$ cat src/rtl/mpwc_pkg.sv
// Package for the multichannel pulse-width capture block.
// Holds the beat payload types, operation codes and fixed constants.
// No dependencies.
`default_nettype none

package mpwc_pkg;

  // Operation codes carried in the op field of an input beat.
  localparam logic [2:0] OP_SAMPLE      = 3'd0;
  localparam logic [2:0] OP_LONG_TICK   = 3'd1;
  localparam logic [2:0] OP_SHORT_TICK  = 3'd2;
  localparam logic [2:0] OP_READ_START  = 3'd3;
  localparam logic [2:0] OP_READ_NEXT   = 3'd4;

  // Link byte reported when the link was seen alive during the last period.
  localparam logic [7:0] LINK_ALIVE_CODE = 8'h11;

  // Widest pin bus and timer.
  localparam int unsigned MAX_CHANNELS = 8;
  localparam int unsigned TIME_W       = 16;

  // Input beat.
  typedef struct packed {
    logic [2:0]        op;
    logic [7:0]        pins;
    logic [TIME_W-1:0] time_now;
  } sample_item_t;

  // Output beat.
  typedef struct packed {
    logic [7:0] read_data;
    logic       pulse_out;
    logic       link_led;
    logic       link_lost;
  } result_item_t;

  // Level outputs after an operation has been applied.
  typedef struct packed {
    logic pulse_level;
    logic led_level;
    logic link_lost;
  } capture_status_t;

endpackage

`default_nettype wire

$ cat src/rtl/mpwc_capture.sv
// Edge detection, start-time and width capture, link and pulse state.
// Depends on mpwc_pkg.
`default_nettype none

module mpwc_capture #(
  parameter int unsigned CHANNELS = 8
) (
  input  wire                         clk,
  input  wire                         rst,
  input  wire                         fire,
  input  mpwc_pkg::sample_item_t      item,
  output logic [mpwc_pkg::TIME_W-1:0] widths [CHANNELS],
  output logic [7:0]                  link_byte,
  output mpwc_pkg::capture_status_t   status_next
);
  import mpwc_pkg::*;

  logic [CHANNELS-1:0] previous_pins;
  logic [TIME_W-1:0]   start_time [CHANNELS];
  logic                link_lost;
  logic                led_level;
  logic                pulse_level;

  logic                is_sample;
  logic                is_long;
  logic [CHANNELS-1:0] changed;
  logic [CHANNELS-1:0] rise;
  logic [CHANNELS-1:0] fall;
  logic [7:0]          link_byte_next;

  // Per-channel edges, only meaningful on a pin sample.
  assign is_sample = (item.op == OP_SAMPLE);
  assign is_long   = (item.op == OP_LONG_TICK);
  assign changed   = is_sample ? (item.pins[CHANNELS-1:0] ^ previous_pins) : '0;
  assign rise      = changed & item.pins[CHANNELS-1:0];
  assign fall      = changed & ~item.pins[CHANNELS-1:0];

  // Next values of the link and pulse levels.
  always_comb begin
    status_next.pulse_level = pulse_level;
    status_next.led_level   = led_level;
    status_next.link_lost   = link_lost;
    link_byte_next          = link_byte;
    if (is_sample) begin
      if (rise[0] || (|fall)) begin
        status_next.pulse_level = 1'b1;
      end
      if (rise[0]) begin
        status_next.link_lost = 1'b0;
      end
    end else if (is_long) begin
      if (!link_lost) begin
        link_byte_next        = LINK_ALIVE_CODE;
        status_next.led_level = 1'b0;
        status_next.link_lost = 1'b1;
      end else begin
        link_byte_next        = '0;
        status_next.led_level = 1'b1;
      end
    end else if (item.op == OP_SHORT_TICK) begin
      status_next.pulse_level = 1'b0;
    end
  end

  // State update, one operation per beat.
  always_ff @(posedge clk) begin
    if (rst) begin
      previous_pins <= '0;
      link_lost     <= 1'b0;
      led_level     <= 1'b1;
      pulse_level   <= 1'b0;
      link_byte     <= '0;
      for (int c = 0; c < CHANNELS; c++) begin
        start_time[c] <= '0;
        widths[c]     <= '0;
      end
    end else if (fire) begin
      link_lost   <= status_next.link_lost;
      led_level   <= status_next.led_level;
      pulse_level <= status_next.pulse_level;
      link_byte   <= link_byte_next;
      if (is_sample) begin
        previous_pins <= item.pins[CHANNELS-1:0];
      end
      for (int c = 0; c < CHANNELS; c++) begin
        if (rise[c]) begin
          start_time[c] <= item.time_now;
        end
        if (fall[c]) begin
          widths[c] <= item.time_now - start_time[c];
        end
      end
    end
  end

endmodule

`default_nettype wire

$ cat src/rtl/mpwc_readout.sv
// Byte-serial readout of the width map, battery bytes and link byte.
// Depends on mpwc_pkg.
`default_nettype none

module mpwc_readout #(
  parameter int unsigned CHANNELS      = 8,
  parameter int unsigned BATTERY_BYTES = 4
) (
  input  wire                         clk,
  input  wire                         rst,
  input  wire                         fire,
  input  wire  [2:0]                  op,
  input  wire  [mpwc_pkg::TIME_W-1:0] widths [CHANNELS],
  input  wire  [7:0]                  link_byte,
  output logic [7:0]                  read_data
);
  import mpwc_pkg::*;

  localparam int unsigned MAP_LENGTH = 2 * CHANNELS + BATTERY_BYTES + 1;
  localparam int unsigned PTR_W      = $clog2(MAP_LENGTH + 1);
  localparam logic [PTR_W-1:0] WIDTH_END = PTR_W'(2 * CHANNELS);
  localparam logic [PTR_W-1:0] LINK_ADDR = PTR_W'(2 * CHANNELS + BATTERY_BYTES);
  localparam logic [PTR_W-1:0] MAP_END   = PTR_W'(MAP_LENGTH);

  logic [PTR_W-1:0] read_pointer;
  logic [PTR_W-1:0] read_pointer_next;
  logic [PTR_W-1:0] addr;
  logic             is_read;
  logic [7:0]       map_byte;

  assign is_read = (op == OP_READ_START) || (op == OP_READ_NEXT);
  assign addr    = (op == OP_READ_START) ? '0 : read_pointer;

  // Byte at the current address; everything past the link byte reads zero.
  always_comb begin
    map_byte = '0;
    if (addr < WIDTH_END) begin
      for (int c = 0; c < CHANNELS; c++) begin
        if (addr[PTR_W-1:1] == (PTR_W-1)'(c)) begin
          map_byte = addr[0] ? widths[c][15:8] : widths[c][7:0];
        end
      end
    end else if (addr == LINK_ADDR) begin
      map_byte = link_byte;
    end
  end

  assign read_data         = is_read ? map_byte : '0;
  assign read_pointer_next = (addr < MAP_END) ? addr + 1'b1 : addr;

  // Pointer advances on each read and saturates at the map length.
  always_ff @(posedge clk) begin
    if (rst) begin
      read_pointer <= '0;
    end else if (fire && is_read) begin
      read_pointer <= read_pointer_next;
    end
  end

endmodule

`default_nettype wire

$ cat src/rtl/multichannel_pulse_width_capture.sv
// Multichannel pulse-width capture, top level.
// Input register, capture and readout logic, and the result register.
// Depends on mpwc_pkg, mpwc_capture and mpwc_readout.
//
// Usage: the sample channel takes one beat per operation (pin sample, long
// tick, short tick, read start, read next). Every beat accepted yields exactly
// one beat on the result channel, in order: the read byte (zero for non-read
// operations) and the pulse, LED and link-lost levels after that operation.
// A beat is held in the input register, its operation is applied to the channel
// state, and its result is loaded into the result register. Throughput is one
// beat per clock while result_ready stays high. While the receiver stalls, the
// result register holds its beat and the input register still accepts one more
// beat; after that sample_ready drops until the result is taken. Synchronous
// reset clears all start times, widths, the read pointer and link state, sets
// the LED level high and empties both registers.
`default_nettype none

module multichannel_pulse_width_capture #(
  parameter int unsigned CHANNELS      = 8,
  parameter int unsigned BATTERY_BYTES = 4
) (
  input  wire                     clk,
  input  wire                     rst,
  input  wire                     sample_valid,
  output logic                    sample_ready,
  input  mpwc_pkg::sample_item_t  sample,
  output logic                    result_valid,
  input  wire                     result_ready,
  output mpwc_pkg::result_item_t  result
);
  import mpwc_pkg::*;

  logic            stage_valid;
  sample_item_t    stage_item;
  logic            advance;
  logic [TIME_W-1:0] widths [CHANNELS];
  logic [7:0]      link_byte;
  capture_status_t status_next;
  logic [7:0]      read_data;

  // The staged beat moves on when the result register is free or being drained.
  assign advance      = stage_valid && (!result_valid || result_ready);
  assign sample_ready = !stage_valid || advance;

  // Input register.
  always_ff @(posedge clk) begin
    if (rst) begin
      stage_valid <= 1'b0;
    end else if (sample_ready) begin
      stage_valid <= sample_valid;
    end
  end

  always_ff @(posedge clk) begin
    if (sample_valid && sample_ready) begin
      stage_item <= sample;
    end
  end

  mpwc_capture #(
    .CHANNELS (CHANNELS)
  ) u_capture (
    .clk         (clk),
    .rst         (rst),
    .fire        (advance),
    .item        (stage_item),
    .widths      (widths),
    .link_byte   (link_byte),
    .status_next (status_next)
  );

  mpwc_readout #(
    .CHANNELS      (CHANNELS),
    .BATTERY_BYTES (BATTERY_BYTES)
  ) u_readout (
    .clk       (clk),
    .rst       (rst),
    .fire      (advance),
    .op        (stage_item.op),
    .widths    (widths),
    .link_byte (link_byte),
    .read_data (read_data)
  );

  // Result register.
  always_ff @(posedge clk) begin
    if (rst) begin
      result_valid <= 1'b0;
    end else if (advance) begin
      result_valid <= 1'b1;
    end else if (result_ready) begin
      result_valid <= 1'b0;
    end
  end

  always_ff @(posedge clk) begin
    if (advance) begin
      result.read_data <= read_data;
      result.pulse_out <= status_next.pulse_level;
      result.link_led  <= status_next.led_level;
      result.link_lost <= status_next.link_lost;
    end
  end

endmodule

`default_nettype wire
$ cat config.mk
export PLATFORM = sky130hd
export DESIGN_NAME = multichannel_pulse_width_capture
export DESIGN_NICKNAME = d
export VERILOG_FILES = /design/src/rtl/mpwc_pkg.sv /design/src/rtl/mpwc_capture.sv /design/src/rtl/mpwc_readout.sv /design/src/rtl/multichannel_pulse_width_capture.sv
export SDC_FILE = /design/constraint.sdc
export NUM_CORES = 1
export LEC_CHECK = 0
export BUFFER_PORTS_ARGS = -buffer_cell sky130_fd_sc_hd__clkbuf_2
export CORE_AREA = 2 2 203 185
export CTS_BUF_LIST = sky130_fd_sc_hd__clkbuf_4 sky130_fd_sc_hd__clkbuf_8 sky130_fd_sc_hd__clkbuf_16
export DETAILED_ROUTE_END_ITERATION = 10
export DIE_AREA = 0 0 205 187
export HOLD_SLACK_MARGIN = 0.06
export PLACE_DENSITY = 0.68
export SYNTH_ARGS = -nofsm -noshare
export SYNTH_HDL_FRONTEND = slang
export SYNTH_SLANG_ARGS = --single-unit
$ cat constraint.sdc
create_clock -name clk -period 8.5 [get_ports clk]
set_input_delay 0.425 -clock clk [delete_from_list [all_inputs] [get_ports clk]]
set_output_delay 0.425 -clock clk [all_outputs]
set_load 0.01 [all_outputs]
* After elaboration in Yosys (flattened, before gate mapping)
Memory sizes are Yosys's and may differ from the RTL's. Cells that the tools add are included.
Storage, ports and cells: output and inout bits 13, input port bits 31, memories 1, RAM bits 128, flip-flop bits (word level) 192, logic and storage cells 158
Operators by class: multiplexer cells 75, $lt $le $gt $ge 2, bitwise gates (word level) 13, reduce and logical (&&, ||, !) cells 23, add/subtract/negate cells 9, equality and inequality tests 12
Memories:
- u_capture.start_time | words 8, width 16, read ports 8, clocked after memory_dff 0, write ports 8, line mpwc_capture.sv:19 | logic [TIME_W-1:0] start_time [CHANNELS];
Operator list (number):
- 2-to-1 mux 8 bit | 19
- 2-to-1 mux 16 bit | 8
- subtractor 16 bit | 8
- 2-to-1 mux 1 bit | 44
- AND reduction 2 bit | 9
- bitwise AND 8 bit | 2
- equality test 4 x 3 -> 1 bit, second input constant | 4
- 2-to-1 mux 5 bit | 3
- < comparator 5 bit, second input constant | 2
- equality test 4 x 2 -> 1 bit, second input constant | 2
- NOT 8 bit | 1
- bitwise OR 1 bit | 8
- OR reduction 8 bit | 1
- bitwise XOR 8 bit | 1
- equality test 3 x 2 -> 1 bit, second input constant | 2
- adder 5 x 1 -> 5 bit, second input constant | 1
- equality test 5 bit, second input constant | 1
- equality test 4 x 1 -> 1 bit, second input constant | 1
- logical NOT 4 bit | 1
- logical OR 1 bit | 4
- equality test 3 x 1 -> 1 bit, second input constant | 1
- equality test 3 bit, second input constant | 1
- logical AND 1 bit | 3
- logical NOT 3 bit | 1
- 5 further kinds | 6

* Longest topological paths before layout
Gate-level depths: netlist (run 1).
depth in word-level cells 12, depth in mapped cells 12, depth with buffers taken out 11

* By module
Synthesis (run 1) repeated with hierarchy kept, for this count alone.
Second synthesis, totals: cell total of the unflattened synthesis 1978, area, all modules 18510.3 µm²
Modules (own cells, without submodules):
- mpwc_capture | sequential area each 6646.4 µm², cells each 1688, area each 15302.2 µm², times used 1
- mpwc_readout | sequential area each 100.1 µm², cells each 242, area each 1963.1 µm², times used 1
- multichannel_pulse_width_capture | sequential area each 1181.1 µm², cells each 48, area each 1244.9 µm², times used 1

* Worst setup path after synthesis (run 1)
No wires, ideal clock.
path type flip-flop to flip-flop, start reg stage_item[1] (netlist name), end reg u_capture.widths[78] (netlist name), arrival time 2.683 ns, period minus slack after synthesis 2.758 ns, path buffers 0, setup slack 5.742 ns, cell stages (with the launch flop) 11, data required time 8.426 ns, library setup time 0.074 ns, path through edfxtp_1 inv_1 fa_1 and2b_1 o21ai_1 a21boi_2 o21ai_1 o21ai_1 a21oi_1 or4b_1 a31oi_1
Between the ends: cells in the longest elaborated chain, start to end 1
RTL lines:
- from (decl) | line multichannel_pulse_width_capture.sv:34 | sample_item_t stage_item;
- from (signal assigned) | line multichannel_pulse_width_capture.sv:56 | stage_item <= sample;
- subtractor 16 bit | line mpwc_capture.sv:90 | widths[c] <= item.time_now - start_time[c];
- to (signal, indexed assignment) | line mpwc_capture.sv:90
- to (decl) | line mpwc_capture.sv:12 | output logic [mpwc_pkg::TIME_W-1:0] widths [CHANNELS],
Every way passes these cells. A chain may end at the register's enable or synchronous reset.

* Worst setup path after layout (run 1)
start reg u_readout.read_pointer[0], end reg result[4] (netlist name), data pin
Between the ends: cells in the longest elaborated chain, start to end 11, elaborated cells between the ends (all ways) 21, classes of those cells 1 x order compare; 1 x eq/ne; 19 x mux
RTL lines:
- from (decl) | line mpwc_readout.sv:25 | logic [PTR_W-1:0] read_pointer;
- from (signal assigned) | line mpwc_readout.sv:56 | read_pointer <= read_pointer_next;
- 2-to-1 mux 5 bit (*) | line mpwc_readout.sv:32 | assign addr = (op == OP_READ_START) ? '0 : read_pointer;
- 2-to-1 mux 8 bit | line mpwc_readout.sv:40 | map_byte = addr[0] ? widths[c][15:8] : widths[c][7:0];
- 2-to-1 mux 8 bit (8 in series) | line mpwc_readout.sv:39 | if (addr[PTR_W-1:1] == (PTR_W-1)'(c)) begin
- 2-to-1 mux 8 bit (*) | line mpwc_readout.sv:37 | if (addr < WIDTH_END) begin
- to (decl) | line multichannel_pulse_width_capture.sv:29 | output mpwc_pkg::result_item_t result
Mark *: on every way between the ends. The rest lies on a longest branch, timed or not.

==> implementation parameters, run 1 <==
Parameter                              Value

Status
  Run status    completed

Clock network
  Clock Tree Buf Depth    3
  Clock-pin slew on the worst setup and hold paths    around 0.060 ns
  Clock latency of the later-clocked register in the worst-skew pair    0.55 ns
  CTS Buf Count    35
  CTS tree    built
  Clk root buf    sky130_fd_sc_hd__clkbuf_16
  H-tree depth    2
  Sinks on the clock net    roughly 310
  Count of buffers added by post-CTS timing repair for setup    0

Placed design
  Placed cell count    about 2500
  Setup slack at placement    about 5 ns
  Last weighted congestion value of the routability-driven placer    0.937
  Quantity of I/O buffers inserted on ports    43
  Detail Placement HPWL    approximately 38 mm

Die
  Placeable Area    ~37000 µm²
  Initial standard-cell utilization of the core    0.492
  Die Outline Area    ~38000 µm²
  Die span in y    roughly 190 µm
  Row cnt    between 60 and 70
  Width of the die    ~200 µm
  Ports    44

Logic synthesis
  Dominant cells by area after synthesis    sky130_fd_sc_hd__edfxtp_1 (28%), sky130_fd_sc_hd__dfxtp_1 (16%), sky130_fd_sc_hd__ha_1 (8.5%), sky130_fd_sc_hd__nand2_1 (5.7%), sky130_fd_sc_hd__nor2_1 (4.8%)
  Distinct cells, synth    78
  Share of async-settable or async-resettable flops after synthesis    0
  Cell accounting for the most synthesized area    sky130_fd_sc_hd__edfxtp_1
  Most used flip-flop cell after synthesis    sky130_fd_sc_hd__edfxtp_1
  Netlist Area Pre-Place    about 18000 µm²
  Number of synthesis warnings    0
  Area fraction of the dominant cell type after synthesis    0.277
  Portion of the post-synthesis area used by sequential elements    0.440
  Synthesized flop and latch total    between 300 and 400
  Net count after synthesis    ~2200
  Count of mapped cells out of synthesis    ~2000
  Synth Area per Inst    8.94 µm²
  EDFF count, synth    166

Timing
  Slew Limit Fails    0
  Fmax achieved    between 0.2 and 0.3 GHz
  Final setup violation count    0
  Number of failing hold endpoints at the final stage    0
  Slew @ Worst Pin    1.12 ns
  Setup Total Neg Slack    0 ns
  Shortest clock period the worst path allows after layout    between 3 and 4 ns
  Worst slew margin    0.254
  Unrepaired setup endpoints after global routing    no
  Final critical-path share of the clock period    0.430
  Post-layout worst setup margin    approximately 4.8 ns
  Clock Skews    just under 0.03 ns

Routing
  DR pass1 iterations    5
  Total via count after detailed routing    between 15000 and 20000
  Wire length per cell    around 22 µm
  Number of design-rule violations left by the first detailed-router iteration    1561
  Post-DRT Antenna Nets    0
  Drc violations    0
  Mean number of vias per cell    5.96
  Total Routed Length    approximately 55 mm

Global routing
  Number of antenna violations at the first check in global routing    1
  Aggregate global-route resource usage    0.285
  Pin count of the biggest net entering global routing    65
  Via count of the first global-routing pass    between 10000 and 15000
  Global-route wire length before repair    approximately 83 mm
  Gr ovfl total    0

Hold path
  Hold Path End    stage_item[10]$_DFFE_PP_
  Hold/Removal Path Class    in -> reg
  Hold Path Stages    1
  Startpoint of the tightest hold check path    sample[10]

Cells and area
  Final core area utilization    0.545
  Finished Layout Cells    ~2600
  NumNets Final    2205
  Number of filler instances in the final layout    3357
  N_diodes    0
  Share of final-layout standard cells stronger than drive strength 1    0.0725
  Area growth from synthesis to layout    10.6%

Setup path
  Critical path capture point type    flop
  Kind of critical path    reg -> reg
  Number of cells on the worst reg-to-reg path    8
  Startpoint Class    flop
  Worst-path cell with the longest stage delay    sky130_fd_sc_hd__and2_2
  Data required time of the critical path    8.74 ns
  Largest delay contributor family on the critical path    simple AND/OR/NAND/NOR gates
  Critical path peak fanout    53
  Count of buffering cells on the critical path with inverters included    1
  Critical path's largest stage delay    approximately 1.0 ns
  Critical-path cell list    and2_2 -> inv_4 -> nand2_1 -> a31oi_1 -> a221oi_1 -> nor2_1 -> a2111oi_0 -> a311oi_1
  Launching instance or port of the critical path    u_readout.read_pointer[0]$_SDFFE_PP0P_
  Worst R2R End    result[4]$_SDFFCE_PP0P_
  Reg2Reg Launch Point    u_readout.read_pointer[0]$_SDFFE_PP0P_
  Reg-to-reg setup timing slack    approximately 4.8 ns
  CP arrival    between 3 and 4 ns
  Instance count on the critical path    8

Power
  Power density over the cells    between 150 and 200 nW/µm²
  Leakage power summed over all cells    a little under 8 nW
  Peak VDD IR    about 0.00016 V

Run
  Count of maximum capacitance violations    0
## per-layer routing
metal,share of wire,routed length [µm],global-route usage
met5,0,0,0
met4,0.034,1870,0.0927
met3,0.096,5290,0.0584
met2,0.43,23600,0.424
met1,0.44,24500,0.415
## layout make-up
| class | count | area, µm² | share of cell area |
|---|---|---|---|
| Timing Repair Buffer | 72 | 488 | 0.0245 |
| Sequential cell | 313 | 7930 | 0.398 |
| Tap cell | 483 | 604 | 0.0303 |
| Clock buffer | 50 | 1050 | 0.0527 |
| Multi-Input combinational cell | 1456 | 9080 | 0.456 |
| Clock inverter | 12 | 134 | 0.00672 |
| Inverter | 166 | 626 | 0.0314 |
## layout by cell type, fill, tap and decap left out, types with 8 or more instances in the layout
master / n
sky130_fd_sc_hd__o21ai_0: 54
sky130_fd_sc_hd__a21o_1: 28
sky130_fd_sc_hd__mux2i_1: 11
sky130_fd_sc_hd__a22o_1: 8
sky130_fd_sc_hd__dlygate4sd3_1: 21
sky130_fd_sc_hd__o21a_1: 25
sky130_fd_sc_hd__buf_4: 9
sky130_fd_sc_hd__nand3b_1: 10
sky130_fd_sc_hd__edfxtp_1: 166
sky130_fd_sc_hd__a21oi_1: 168
sky130_fd_sc_hd__a31o_2: 8
sky130_fd_sc_hd__inv_1: 163
sky130_fd_sc_hd__o21ai_1: 19
sky130_fd_sc_hd__and2_1: 15
sky130_fd_sc_hd__a31oi_1: 41
sky130_fd_sc_hd__dfxtp_1: 147
sky130_fd_sc_hd__a211oi_1: 23
sky130_fd_sc_hd__nand4_1: 16
sky130_fd_sc_hd__o22ai_1: 13
sky130_fd_sc_hd__o21bai_1: 9
sky130_fd_sc_hd__nor2b_1: 44
sky130_fd_sc_hd__mux2_2: 9
sky130_fd_sc_hd__xor2_1: 25
sky130_fd_sc_hd__clkbuf_2: 42
sky130_fd_sc_hd__nor4_1: 11
sky130_fd_sc_hd__nand2_1: 272
sky130_fd_sc_hd__nor3_1: 29
sky130_fd_sc_hd__and3_1: 19
sky130_fd_sc_hd__o31ai_1: 10
sky130_fd_sc_hd__nand3_1: 42
sky130_fd_sc_hd__ha_1: 122
sky130_fd_sc_hd__nand2b_1: 22
sky130_fd_sc_hd__or3_1: 15
sky130_fd_sc_hd__nor2_1: 230
sky130_fd_sc_hd__fa_1: 8
sky130_fd_sc_hd__xnor2_1: 51
sky130_fd_sc_hd__clkbuf_16: 36
## worst max-delay path by stage
stage | end | slack (ns)
floorplan | u_capture.widths[78]$_SDFFE_PP0P_ | 5.74
global placement | result[4]$_SDFFCE_PP0P_ | 5.02
detailed placement | result[4]$_SDFFCE_PP0P_ | 4.95
CTS | result[4]$_SDFFCE_PP0P_ | 4.91
global route | result[4]$_SDFFCE_PP0P_ | 4.48
finish | result[4]$_SDFFCE_PP0P_ | 4.84
## timing repair
item / in CTS / in global routing
hold buffers: 21 / 0
endpoints found under the hold margin: 21 / 0
resized for setup: 0 / 0
## Yosys cell counts (25+ instances only)
master / count
sky130_fd_sc_hd__nand2_1: 272
sky130_fd_sc_hd__nor3_1: 29
sky130_fd_sc_hd__a21o_1: 28
sky130_fd_sc_hd__edfxtp_1: 166
sky130_fd_sc_hd__inv_1: 164
sky130_fd_sc_hd__nor2_1: 230
sky130_fd_sc_hd__clkbuf_1: 45
sky130_fd_sc_hd__xnor2_1: 51
sky130_fd_sc_hd__dfxtp_1: 147
sky130_fd_sc_hd__xor2_1: 25
sky130_fd_sc_hd__o21a_1: 25
sky130_fd_sc_hd__a21oi_1: 168
sky130_fd_sc_hd__o21ai_0: 54
sky130_fd_sc_hd__nand3_1: 42
sky130_fd_sc_hd__a31oi_1: 41
sky130_fd_sc_hd__ha_1: 122
sky130_fd_sc_hd__nor2b_1: 44
## cells by family after synthesis
kind of cell | after synthesis | share of synthesized area
buffers and inverters | 244 | 0.0548
XOR/XNOR | 76 | 0.0370
flip-flops | 313 | 0.440
AO/OA/AOI/OAI | 475 | 0.169
adder cells (fa/ha/maj) | 130 | 0.0937
AND/OR/NAND/NOR | 755 | 0.193
multiplexers | 20 | 0.0117
## metrics by stage
step / cell area [µm²] / power (mW) / hold WS, ns
after floorplan: 18000 / 2.05 / 0.427
after global placement: 18500 / 2.18 / 0.439
after CTS: 19900 / 3.74 / 0.0601
after global routing: 19900 / 3.86 / 0.0672
final: 19900 / 3.75 / 0.0742
after detailed placement: 18500 / 2.19 / 0.449
## flip-flops by register name, indices dropped and copies added, names as in the netlist, 5 cells and up
| signal | flops |
|---|---|
| result | 11 |
| stage_item | 27 |
| u_capture.previous_pins | 8 |
| u_capture.start_time | 128 |
| u_capture.widths | 128 |
| u_readout.read_pointer | 5 |
## power by group
| part | leakage (nW) | switching, mW | internal (mW) |
|---|---|---|---|
| Sequential | 2.88 | 0.0486 | 1.63 |
| Clock | 0.593 | 0.641 | 0.927 |
| Combinational | 4.32 | 0.311 | 0.191 |
Power figures use the tool's default switching activity.
==> run 2: changes to the inputs <==
--- a/config.mk
+++ b/config.mk
@@ -11,7 +11,7 @@
 export DETAILED_ROUTE_END_ITERATION = 10
 export DIE_AREA = 0 0 205 187
 export HOLD_SLACK_MARGIN = 0.06
-export PLACE_DENSITY = 0.68
+export PLACE_DENSITY = 0.7
 export SYNTH_ARGS = -nofsm -noshare
 export SYNTH_HDL_FRONTEND = slang
 export SYNTH_SLANG_ARGS = --single-unit
==> constraint.sdc (replaced) <==
create_clock -name clk -period 3.1 [get_ports clk]
set_input_delay 0.155 -clock clk [delete_from_list [all_inputs] [get_ports clk]]
set_output_delay 0.155 -clock clk [all_outputs]
set_load 0.01 [all_outputs]
==> implementation parameters, run 2 (synthesis results as in run 1) <==
Parameter                              Value

Timing
  Fmax achieved    0.338 GHz (+24%)
  Slew @ Worst Pin    0.990 ns (-0.128 ns)
  Number of failing hold endpoints at the final stage    0 (unchanged)
  Setup Total Neg Slack    0 ns (unchanged)
  Final setup violation count    0 (unchanged)
  Clock Skews    0.0137 ns (-0.0156 ns)
  Unrepaired setup endpoints after global routing    no
  Final critical-path share of the clock period    0.953 (+0.523)
  Shortest clock period the worst path allows after layout    2.95 ns (-0.701 ns)
  Worst slew margin    0.340 (+0.0855)
  Post-layout worst setup margin    0.145 ns (-4.70 ns)
  Slew Limit Fails    0 (unchanged)

Global routing
  Global-route wire length before repair    82.0 mm (-1.2%)
  Aggregate global-route resource usage    0.281 (-0.00448)
  Gr ovfl total    0 (unchanged)
  Via count of the first global-routing pass    14194 (+0.014%)
  Pin count of the biggest net entering global routing    145 (+120%)
  Number of antenna violations at the first check in global routing    0 (-1)

Setup path
  Critical-path cell list    nand3b_2 -> and2_2 -> buf_12 -> mux2i_1 -> o22ai_1 -> a2111oi_0 -> buf_4 -> a311oi_1
  Largest delay contributor family on the critical path    compound AO/OA/AOI/OAI gates
  Reg2Reg Launch Point    stage_item[26]$_DFFE_PP_
  Number of cells on the worst reg-to-reg path    8 (unchanged)
  Kind of critical path    reg -> reg
  CP arrival    3.20 ns (-0.70 ns)
  Critical path peak fanout    31 (-42%)
  Critical path's largest stage delay    0.58 ns (-0.45 ns)
  Startpoint Class    flop
  Critical path capture point type    flop
  Instance count on the critical path    8 (unchanged)
  Worst-path cell with the longest stage delay    sky130_fd_sc_hd__a2111oi_0
  Launching instance or port of the critical path    stage_item[26]$_DFFE_PP_
  Data required time of the critical path    3.34 ns (-5.40 ns)
  Reg-to-reg setup timing slack    0.15 ns (-4.70 ns)
  Worst R2R End    result[4]$_SDFFCE_PP0P_
  Worst setup path endpoint    result[4]$_SDFFCE_PP0P_
  Count of buffering cells on the critical path with inverters included    2 (+1)

Die
  Die span in y    187 µm (unchanged)
  Die Outline Area    38300 µm² (unchanged)
  Ports    44 (unchanged)
  Placeable Area    36600 µm² (unchanged)
  Width of the die    205 µm (unchanged)
  Initial standard-cell utilization of the core    0.492 (unchanged)
  Row cnt    67 (unchanged)

Power
  Sum of internal, switching and leakage power    10.5 mW (+180%)
  Peak VDD IR    0.000415 V (+170%)
  Power density over the cells    507 nW/µm² (+170%)
  Leakage power summed over all cells    8.24 nW (+5.7%)

Routing
  Number of design-rule violations left by the first detailed-router iteration    1400 (-10%)
  Drc violations    0 (unchanged)
  Post-DRT Antenna Nets    0 (unchanged)
  Mean number of vias per cell    5.82 (-2.5%)
  DR pass1 iterations    6 (+1)
  Total via count after detailed routing    15377 (+1.0%)
  Total Routed Length    54.1 mm (-2.1%)
  Wire length per cell    20.4 µm (-5.5%)

Clock network
  CTS tree    built
  Clk root buf    sky130_fd_sc_hd__clkbuf_16
  H-tree depth    2 (unchanged)
  Clock latency of the later-clocked register in the worst-skew pair    0.53 ns (-0.02 ns)
  CTS Buf Count    36 (+2.9%)
  Clock-pin slew on the worst setup and hold paths    0.06 ns (about the same)
  Clock Tree Buf Depth    3 (unchanged)
  Sinks on the clock net    313 (unchanged)

Placed design
  Detail Placement HPWL    39.3 mm (+3.4%)
  Last weighted congestion value of the routability-driven placer    0.940 (+0.30%)
  Placed cell count    2550 (+3.3%)
  Quantity of I/O buffers inserted on ports    43 (unchanged)
  Setup slack at placement    0.222 ns (-4.73 ns)

Cells and area
  N_diodes    0 (unchanged)
  Commonest non-fill, non-tap cell in the layout    sky130_fd_sc_hd__nand2_1
  NumNets Final    2296 (+4.1%)
  Most used cells in the layout excluding fill and tap cells    sky130_fd_sc_hd__nand2_1 (272), sky130_fd_sc_hd__nor2_1 (230), sky130_fd_sc_hd__a21oi_1 (168)
  Area growth from synthesis to layout    15.1%
  Largest registers    u_capture.start_time x128, u_capture.widths x128, stage_item x27
  Finished Layout Cells    2644 (+3.6%)
  Share of final-layout standard cells stronger than drive strength 1    0.107 (+0.0349)

Run
  Count of maximum capacitance violations    0 (unchanged)

Hold path
  Hold/Removal Path Class    in -> reg

Status
  Run status    completed
-- run 2: cell count changes in the layout (fill, tap and decap cells not counted), sizes merged --
cell | previous run | this run
dlygate4sd3 | 21 | 30
inv | 168 | 166
buf | 9 | 90
bufinv | 2 | 4
clkinvlp | 0 | 2
-- run 2: how the worst min path moves through the flow --
stage,slack (ns),depth (start not counted),endpoint,from
after floorplan,0.25,0,stage_item[0]$_DFFE_PP_,sample[0]
after global placement,0.33,1,stage_item[4]$_DFFE_PP_,sample[4]
after detailed placement,0.33,1,stage_item[22]$_DFFE_PP_,sample[22]
after CTS,0.25,3,u_capture.widths[117]$_SDFFE_PP0P_,rst
after global routing,0.28,3,u_capture.widths[117]$_SDFFE_PP0P_,rst
final,0.26,3,u_capture.widths[117]$_SDFFE_PP0P_,rst
-- run 2: repair_timing --
item | 4_1_cts | 5_1_grt
gates resized for setup | 0 | 1
setup endpoints to repair | 0 | 1
hold buffers | 30 | 0
hold endpoints to repair | 29 | 0
buffers inserted | 0 | 0
-- run 2: metrics by stage --
stage	util	cell area (µm²)	hold slack (ns)
4_1_cts	0.566	20700	0.247
3_3_place_gp	0.524	19200	0.332
5_1_grt	0.567	20700	0.279
2_1_floorplan	-	18000	0.254
6_report	0.567	20700	0.263
3_5_place_dp	0.524	19200	0.334
-- run 2: per-layer routing --
| metal | part of all wire | global-route usage | vias to the layer above |
|---|---|---|---|
| met5 | 0 | 0 | - |
| met4 | 0.031 | 0.0897 | 0 |
| met3 | 0.10 | 0.0530 | 101 |
| met2 | 0.43 | 0.420 | 709 |
| met1 | 0.44 | 0.410 | 7243 |
| li1 | - | - | 7324 |
-- run 2: report_power, final --
part / switching (mW) / internal (mW) / total (mW)
logic: 0.901 / 0.592 / 1.49
clock network: 1.72 / 2.73 / 4.45
registers: 0.0782 / 4.47 / 4.55
-- run 2: layout make-up --
type | instances | area, µm²
Clock buffer | 50 | 1060
Clock inverter | 14 | 175
Fill cell | 3282 | 15800
Inverter | 166 | 626
Multi-Input combinational cell | 1456 | 9100
Sequential cell | 313 | 7930
Tap cell | 483 | 604
Timing Repair Buffer | 162 | 1220
-- run 2: worst min-delay path: stages --
cell	delay (ns)
sky130_fd_sc_hd__buf_4	0.13
sky130_fd_sc_hd__buf_12	0.26
sky130_fd_sc_hd__nor2_1	0.16
==> run 3: changes to the inputs <==
--- a/config.mk
+++ b/config.mk
@@ -12,6 +12,7 @@
 export DIE_AREA = 0 0 205 187
 export HOLD_SLACK_MARGIN = 0.06
 export PLACE_DENSITY = 0.7
+export SETUP_SLACK_MARGIN = 0.2
 export SYNTH_ARGS = -nofsm -noshare
 export SYNTH_HDL_FRONTEND = slang
 export SYNTH_SLANG_ARGS = --single-unit
==> implementation parameters, run 3 (synthesis results as in run 1) <==
Parameter                              Value

Status
  Run status    completed

Timing
  Slew Limit Fails    0 (unchanged)
  Shortest clock period the worst path allows after layout    2.88 ns (-0.0727 ns)
  Final setup violation count    0 (unchanged)
  Setup Total Neg Slack    0 ns (unchanged)
  Final critical-path share of the clock period    0.930 (-0.0234)
  Clock Skews    0.0129 ns (-0.000866 ns)
  Slew @ Worst Pin    1.01 ns (+0.0165 ns)
  Smallest hold slack    0.259 ns (-0.00390 ns)
  Number of failing hold endpoints at the final stage    0 (unchanged)
  Unrepaired setup endpoints after global routing    no
  Worst slew margin    0.329 (-0.0110)
  Fmax achieved    0.347 GHz (+2.5%)

Routing
  Total via count after detailed routing    15451 (+0.48%)
  Wire length the detailed router placed on met1    24.1 mm (+2.2%)
  Routed length on met2    23.3 mm (+0.54%)
  Mean number of vias per cell    5.83 (+0.33%)
  Drc violations    0 (unchanged)
  Wire length per cell    20.5 µm (+0.15%)
  Post-DRT Antenna Nets    0 (unchanged)
  DR WL met3    5.12 mm (-9.3%)
  Highest routing layer actually used    met4
  Number of design-rule violations left by the first detailed-router iteration    1469 (+4.9%)
  Total Routed Length    54.2 mm (+0.31%)
  DR pass1 iterations    5 (-1)

Setup path
  Data required time of the critical path    3.34 ns (about the same)
  Critical path capture point type    flop
  Worst setup path endpoint    result[9]$_SDFFCE_PP0P_
  Kind of critical path    reg -> reg
  Reg2Reg Launch Point    stage_item[26]$_DFFE_PP_
  Critical path peak fanout    31 (unchanged)
  Reg-to-reg setup timing slack    0.22 ns (+0.07 ns)
  Number of cells on the worst reg-to-reg path    7 (-1)
  CP arrival    3.12 ns (-0.08 ns)
  Launching instance or port of the critical path    stage_item[26]$_DFFE_PP_
  Startpoint Class    flop
  Worst R2R End    result[9]$_SDFFCE_PP0P_

Clock network
  Sinks on the clock net    313 (unchanged)
  CTS Buf Count    36 (unchanged)
  Clock latency of the later-clocked register in the worst-skew pair    0.53 ns (about the same)
  Clock-pin slew on the worst setup and hold paths    0.06 ns (about the same)
  Clock Tree Buf Depth    3 (unchanged)
  Clk root buf    sky130_fd_sc_hd__clkbuf_16
  H-tree depth    2 (unchanged)
  CTS tree    built

Placed design
  Cell area after placement    19200 µm² (unchanged)
  Quantity of I/O buffers inserted on ports    43 (unchanged)
  Detail Placement HPWL    39.3 mm (unchanged)
  Last weighted congestion value of the routability-driven placer    0.940 (unchanged)
  Placed cell count    2550 (unchanged)

Cells and area
  Largest registers    u_capture.start_time x128, u_capture.widths x128, stage_item x27
  NumNets Final    2300 (+0.17%)
  Number of filler instances in the final layout    3275 (-0.21%)
  Commonest non-fill, non-tap cell in the layout    sky130_fd_sc_hd__nand2_1
  N_diodes    0 (unchanged)
  Most used cells in the layout excluding fill and tap cells    sky130_fd_sc_hd__nand2_1 (272), sky130_fd_sc_hd__nor2_1 (230), sky130_fd_sc_hd__a21oi_1 (167)
  Area growth from synthesis to layout    15.7%
  Finished Layout Cells    2648 (+0.15%)
  Share of final-layout standard cells stronger than drive strength 1    0.113 (+0.00581)
  Final design instance area without fill    20800 µm² (+0.56%)

Die
  Width of the die    205 µm (unchanged)
  Initial standard-cell utilization of the core    0.492 (unchanged)
  Row cnt    67 (unchanged)
  Placeable Area    36600 µm² (unchanged)
  Die span in y    187 µm (unchanged)
  Ports    44 (unchanged)
  Die Outline Area    38300 µm² (unchanged)

Global routing
  Number of antenna violations at the first check in global routing    0 (unchanged)
  Via count of the first global-routing pass    14194 (unchanged)
  Global-route wire length before repair    82.0 mm (unchanged)
  Pin count of the biggest net entering global routing    145 (unchanged)
  Aggregate global-route resource usage    0.281 (unchanged)
  Gr ovfl total    0 (unchanged)

Run
  Count of maximum capacitance violations    0 (unchanged)

Power
  Sum of internal, switching and leakage power    10.5 mW (+0.29%)
  Leakage power summed over all cells    8.29 nW (+0.53%)
  Power density over the cells    505 nW/µm² (-0.27%)
  Peak VDD IR    0.000414 V (-0.42%)

Hold path
  Hold/Removal Path Class    in -> reg
## run 3: changes by cell type in the layout (fill, tap and decap cells not counted), moves of 2 or more
cell	previous run	this run
sky130_fd_sc_hd__a2111oi_0	2	0
sky130_fd_sc_hd__buf_12	3	5
sky130_fd_sc_hd__buf_4	87	89
sky130_fd_sc_hd__o21ai_1	19	15
sky130_fd_sc_hd__o21ai_2	0	4
## run 3: worst min path at each step
stage	startpoint	to	cells past startpoint	slack, ns
after floorplan	sample[0]	stage_item[0]$_DFFE_PP_	0	0.25
after global placement	sample[4]	stage_item[4]$_DFFE_PP_	1	0.33
after detailed placement	sample[22]	stage_item[22]$_DFFE_PP_	1	0.33
after CTS	rst	u_capture.widths[117]$_SDFFE_PP0P_	3	0.25
after global routing	rst	u_capture.widths[117]$_SDFFE_PP0P_	3	0.28
final	rst	u_capture.widths[116]$_SDFFE_PP0P_	3	0.26
## run 3: worst max-delay path, cell delays in order, from the launching register on
cell and delay (ns):
sky130_fd_sc_hd__edfxtp_1 0.49, sky130_fd_sc_hd__nand3b_2 0.26, sky130_fd_sc_hd__and2_2 0.27, sky130_fd_sc_hd__buf_12 0.19, sky130_fd_sc_hd__mux2i_1 0.53, sky130_fd_sc_hd__o22ai_1 0.20
sky130_fd_sc_hd__a2111oi_2 0.52, sky130_fd_sc_hd__a311oi_1 0.11
## run 3: metrics by stage
step           setup WS, ns   util
6_report              0.218  0.570
5_1_grt               0.169  0.570
4_1_cts               0.241  0.566
3_5_place_dp          0.222  0.524
3_3_place_gp          0.241  0.524
2_1_floorplan         0.342      -
## run 3: layer usage
| layer | up-vias | track usage |
|---|---|---|
| met3 | 90 | 0.0530 |
| met2 | 677 | 0.420 |
| met1 | 7357 | 0.410 |
| li1 | 7327 | - |
| met4 | 0 | 0.0897 |
| met5 | - | 0 |
## run 3: what timing repair did
| item | in CTS | in global routing |
|---|---|---|
| buffers inserted | 0 | 4 |
| setup endpoints to repair | 0 | 18 |
| hold buffers | 30 | 0 |
| hold endpoints to repair | 29 | 0 |
| resized for setup | 0 | 14 |
## run 3: final cells by class
| class | instances | area (µm²) | area share |
|---|---|---|---|
| well taps | 483 | 604 | 0.0290 |
| clock buffers | 50 | 1060 | 0.0509 |
| inverters | 166 | 626 | 0.0300 |
| repair buffers | 166 | 1280 | 0.0614 |
| flip-flops and latches | 313 | 7930 | 0.381 |
| clock inverters | 14 | 175 | 0.00841 |
| multi-input cells | 1456 | 9160 | 0.440 |
## run 3: power breakdown
| part | internal [mW] | switching, mW | total, mW |
|---|---|---|---|
| clock network | 2.73 | 1.73 | 4.45 |
| logic | 0.607 | 0.921 | 1.53 |
| registers | 4.47 | 0.0712 | 4.54 |
| total | 7.80 | 2.72 | 10.5 |
